<file path="config.mk">
export PLATFORM = sky130hd
export DESIGN_NAME = iol_cell
export DESIGN_NICKNAME = d
export VERILOG_FILES = /design/src/design/assert_macros.svh /design/src/design/iol_pkg.sv /design/src/design/iol_cell.sv
export SDC_FILE = /design/constraint.sdc
export NUM_CORES = 1
export LEC_CHECK = 0
export ABC_AREA = 0
export ABC_CLOCK_PERIOD_IN_PS = 6200
export CELL_PAD_IN_SITES_DETAIL_PLACEMENT = 1
export CELL_PAD_IN_SITES_GLOBAL_PLACEMENT = 2
export CORE_MARGIN = 3
export CORE_UTILIZATION = 35
export CTS_CLUSTER_SIZE = 20
export DETAILED_ROUTE_END_ITERATION = 7
export DONT_BUFFER_PORTS = 1
export GPL_TIMING_DRIVEN = 0
export MAX_ROUTING_LAYER = met4
export PLACE_DENSITY = 0.85
export SLEW_MARGIN = 15
export SYNTH_ARGS = -nofsm -noshare
export SYNTH_HDL_FRONTEND = slang
export SYNTH_SLANG_ARGS = --single-unit
</file>
<file path="constraint.sdc">
create_clock -name clk -period 6.2 [get_ports clk]
set_clock_uncertainty 0.15 [all_clocks]
set_input_delay 0.93 -clock clk [delete_from_list [all_inputs] [get_ports clk]]
set_output_delay 0.93 -clock clk [all_outputs]
set_load 0.005 [all_outputs]
</file>
<file path="src/design/assert_macros.svh">
// Assertion helpers shared by the RTL. Every check is sampled on the rising
// edge of clk and is switched off while rst_n is low.
`ifndef ASSERT_MACROS_SVH
`define ASSERT_MACROS_SVH

// A condition that must hold at every sampled edge.
`define ASSERT_ALWAYS(label, cond, msg) \
  label: assert property (@(posedge clk) disable iff (!rst_n) (cond)) else $error(msg);

// A condition that must hold in the same cycle as its trigger.
`define ASSERT_SAME(label, ante, cons, msg) \
  label: assert property (@(posedge clk) disable iff (!rst_n) (ante) |-> (cons)) else $error(msg);

// A condition that must hold in the cycle after its trigger.
`define ASSERT_NEXT(label, ante, cons, msg) \
  label: assert property (@(posedge clk) disable iff (!rst_n) (ante) |=> (cons)) else $error(msg);

`endif

</file>
<file path="src/design/iol_pkg.sv">
`timescale 1ns / 1ps
package iol_pkg;

  localparam int DATA_W       = 32;
  localparam int MODE_W       = 3;
  localparam int POS_W        = 7;
  localparam int DEF_CAPACITY = 64;
  localparam int TREE_RADIX   = 8;

  // Request modes. The codes 5 to 7 carry no operation.
  typedef enum logic [MODE_W-1:0] {
    MODE_READ     = 3'd0,
    MODE_INS_HEAD = 3'd1,
    MODE_INS_TAIL = 3'd2,
    MODE_INS_AT   = 3'd3,
    MODE_DELETE   = 3'd4
  } iol_mode_t;

  // Command broadcast to every storage cell.
  typedef struct packed {
    logic              ins;
    logic              del;
    logic [DATA_W-1:0] value;
  } iol_cell_ctrl_t;

  // Number of OR-tree levels needed to cover n leaves.
  function automatic int iol_tree_levels(input int n);
    int lv;
    int span;
    lv   = 1;
    span = TREE_RADIX;
    while (span < n) begin
      lv   = lv + 1;
      span = span * TREE_RADIX;
    end
    return lv;
  endfunction

  // Pipeline stage at which heap node m of the OR tree is loaded. The nodes
  // right above the leaves load first, the root loads last.
  function automatic int iol_node_stage(input int m, input int levels);
    int d;
    int first;
    int span;
    d     = 0;
    first = 0;
    span  = 1;
    while (m >= first + span) begin
      first = first + span;
      span  = span * TREE_RADIX;
      d     = d + 1;
    end
    return levels - 1 - d;
  endfunction

endpackage

</file>
<file path="src/design/iol_cell.sv">
`timescale 1ns / 1ps
module iol_cell #(
  parameter int IDX   = 0,
  parameter int CMP_W = 7
) (
  input  logic                           clk,
  input  iol_pkg::iol_cell_ctrl_t        ctrl,
  input  logic [CMP_W-1:0]               pos,
  input  logic [iol_pkg::DATA_W-1:0]     lower,
  input  logic [iol_pkg::DATA_W-1:0]     upper,
  output logic [iol_pkg::DATA_W-1:0]     data,
  output logic [iol_pkg::DATA_W-1:0]     leaf
);
  import iol_pkg::*;

  localparam logic [CMP_W-1:0] MY_IDX = CMP_W'(IDX);

  logic              hit;
  logic              above;
  logic [DATA_W-1:0] data_r;

  assign hit   = (pos == MY_IDX);
  assign above = (MY_IDX > pos);

  // An insert writes the new value here or takes the neighbor below; a
  // delete takes the neighbor above from the deleted place upward.
  always_ff @(posedge clk) begin
    if (ctrl.ins) begin
      if (hit) begin
        data_r <= ctrl.value;
      end else if (above) begin
        data_r <= lower;
      end
    end else if (ctrl.del && (hit || above)) begin
      data_r <= upper;
    end
  end

  assign data = data_r;

  // Only the addressed cell drives its value into the read tree.
  assign leaf = hit ? data_r : '0;

endmodule

</file>
==> impl_metrics.ini <==
[clocking]
postCtsSetupBuffers = 0
cts.sinks = 32
cts_root_buf = clkbuf_8
htree_num_levels = 2
postCtsHoldBufs = 0
cts-resized-gates = 0
cts_max_path_buffers = 2
cts.clk_slew.worst_paths_ns = 0.07
cts_tree = yes
cts_inserted_buffers = 5

[pwr]
p_leak_nw = 0.903
powerDensity_mw_per_mm2 = 194
ir_worst_vdd_mv = 0.0675

[setup_path]
cp.arrival_ns = 2.28
crit_fanout = 10
worst_ep_required_time_ns = 5.12
critPathLaunchType = input port
critical_path_class = in -> out
cp-end-kind = output pin

[timing]
max_slew.worst_pin.slew_ns = 0.817
finalHoldViolations = 0
fin_crit_sh = 0.541
rsz0062_at_grt = false
setup_viol = 0
maxSlewHeadroom = 0.452
setup_ws_ns = 2.84
finalCriticalPeriod_ns = 3.36
fin_tns_setup_ns = 0
fmax_mhz = 298
drv_slew = 0

[final_layout]
insertedDiodeCount = 0
areaGrowthSynthToFinish_pct = 8.01
nets = 337
finish.utilization = 0.405
drive_gt1_frac = 0.0948
multi_input_area_mm2 = 0.00104
largest_reg_flops = 32
fill_cells = 680
final-seq-area_um2 = 961

[synth]
synth_seq_cells = 32
synthCells = 224
async_reset_ff_frac = 0
yosys-top-cells-area = edfxtp_1 45%, a221o_1 9.4%, and3_1 9.4%, and2_1 7.0%, a21oi_1 6.1%
yosys_warnings = 0
synth_top_cell_area_share = 0.449
synthFlopType = edfxtp_1
yosys-top-cells-count = 32 x and3_1, 32 x edfxtp_1, 26 x a21oi_1
yosys.area.top_type = edfxtp_1
syn_nets = 330
ys_seq_area_frac = 0.449
syn_area_mm2 = 0.00214
synth-edff-count = 32
syn_avg_cell_area_um2 = 9.55
ys_types = 23

[floorplanning]
die-area_mm2 = 0.00709
fp.dieW_um = 84.2
die_y_um = 84.2
io_pins = 170
core-area_mm2 = 0.00571
rows = 27
start_util = 0.375

[run]
drv_cap = 0

[placement]
port-buffer-count = 0
hpwl_um = 5420
preCtsSetupSlack_ns = 2.85
place.gp.congestion = 0.788

[detailed_routing]
drt_wl_total_um = 6750
num_vias = 1842
wl_per_cell_um = 22.2
drc = 0
dr.pass1.iters = 4
drt_iter0_drc = 76
ant_nets = 0
vias_per_cell = 6.06

[status]
status = finished clean

[global_route]
antenna_found_initial = 0
grt_pass1_vias = 1919
overflow = 0
grt_pass1_wl_um = 9970
grt_max_degree = 33
grt_usage = 0.183

[worst_hold_path]
whs_path_depth = 1
hp-class = in -> reg
[critical path: stages]
cell and delay, ns:
nor3_2 0.66, clkbuf_1 0.42, and3_1 0.27
[cells in the final DEF, fill, tap and decap left out, drive strengths merged]
| cell type | Yosys | final |
|---|---|---|
| and2 | 24 | 24 |
| a31oi | 8 | 8 |
| nor4 | 1 | 1 |
| nor3 | 1 | 1 |
| edfxtp | 32 | 32 |
| clkbuf | 17 | 24 |
| a221o | 24 | 24 |
| clkinv | 1 | 2 |
| o21ai | 8 | 8 |
| or3 | 1 | 1 |
| and3 | 32 | 32 |
| o21a | 1 | 1 |
| nand2 | 24 | 24 |
| nand3 | 6 | 6 |
| or4 | 1 | 1 |
| nor2 | 9 | 9 |
| buf | 8 | 8 |
| a21oi | 26 | 26 |
[final timing paths]
kind / startpoint / end / slack [ns]
hold / removal: upper[30] / data[30] / 0.72
setup / recovery: pos[3] / leaf[13] / 2.84
[cell type report]
| type | count | share of cell area |
|---|---|---|
| multi-input combinational | 166 | 0.452 |
| sequential | 32 | 0.416 |
| inverter | 1 | 0.00162 |
| buffer | 25 | 0.0574 |
| tap | 72 | 0.0390 |
| clock inverter | 1 | 0.00162 |
| clock buffer | 7 | 0.0330 |
[layer usage]
layer	up-vias	part of all wire	GRT usage
li1	864	-	-
met1	864	0.39	0.221
met2	110	0.50	0.311
met3	4	0.096	0.0481
met4	0	0.0074	0.0351
met5	-	0	-
[kinds of logic (layout without fill, tap and decap cells)]
family                 after synthesis  count (layout)  synth area share
buffers and inverters               26              34            0.0637
AOI/OAI and AO/OA                   67              67             0.221
DFF                                 32              32             0.449
and+or+nand+nor                     99              99             0.266
[power breakdown]
part / total [mW] / leakage (nW) / internal [mW] / switching (mW)
clock: 0.151 / 0.0399 / 0.0781 / 0.0726
sequential: 0.242 / 0.283 / 0.241 / 0.000811
combinational: 0.0567 / 0.580 / 0.0247 / 0.0320
[stage by stage]
stage	hold slack (ns)	cell area (µm²)	total power, mW	std cells
2_1_floorplan	0.995	2140	0.291	224
3_3_place_gp	1.00	2230	0.303	296
6_report	0.718	2310	0.449	304
5_1_grt	0.709	2310	0.472	304
4_1_cts	0.708	2310	0.456	304
3_5_place_dp	1.01	2230	0.304	296
Note: power is estimated with default switching activity, not from simulation.
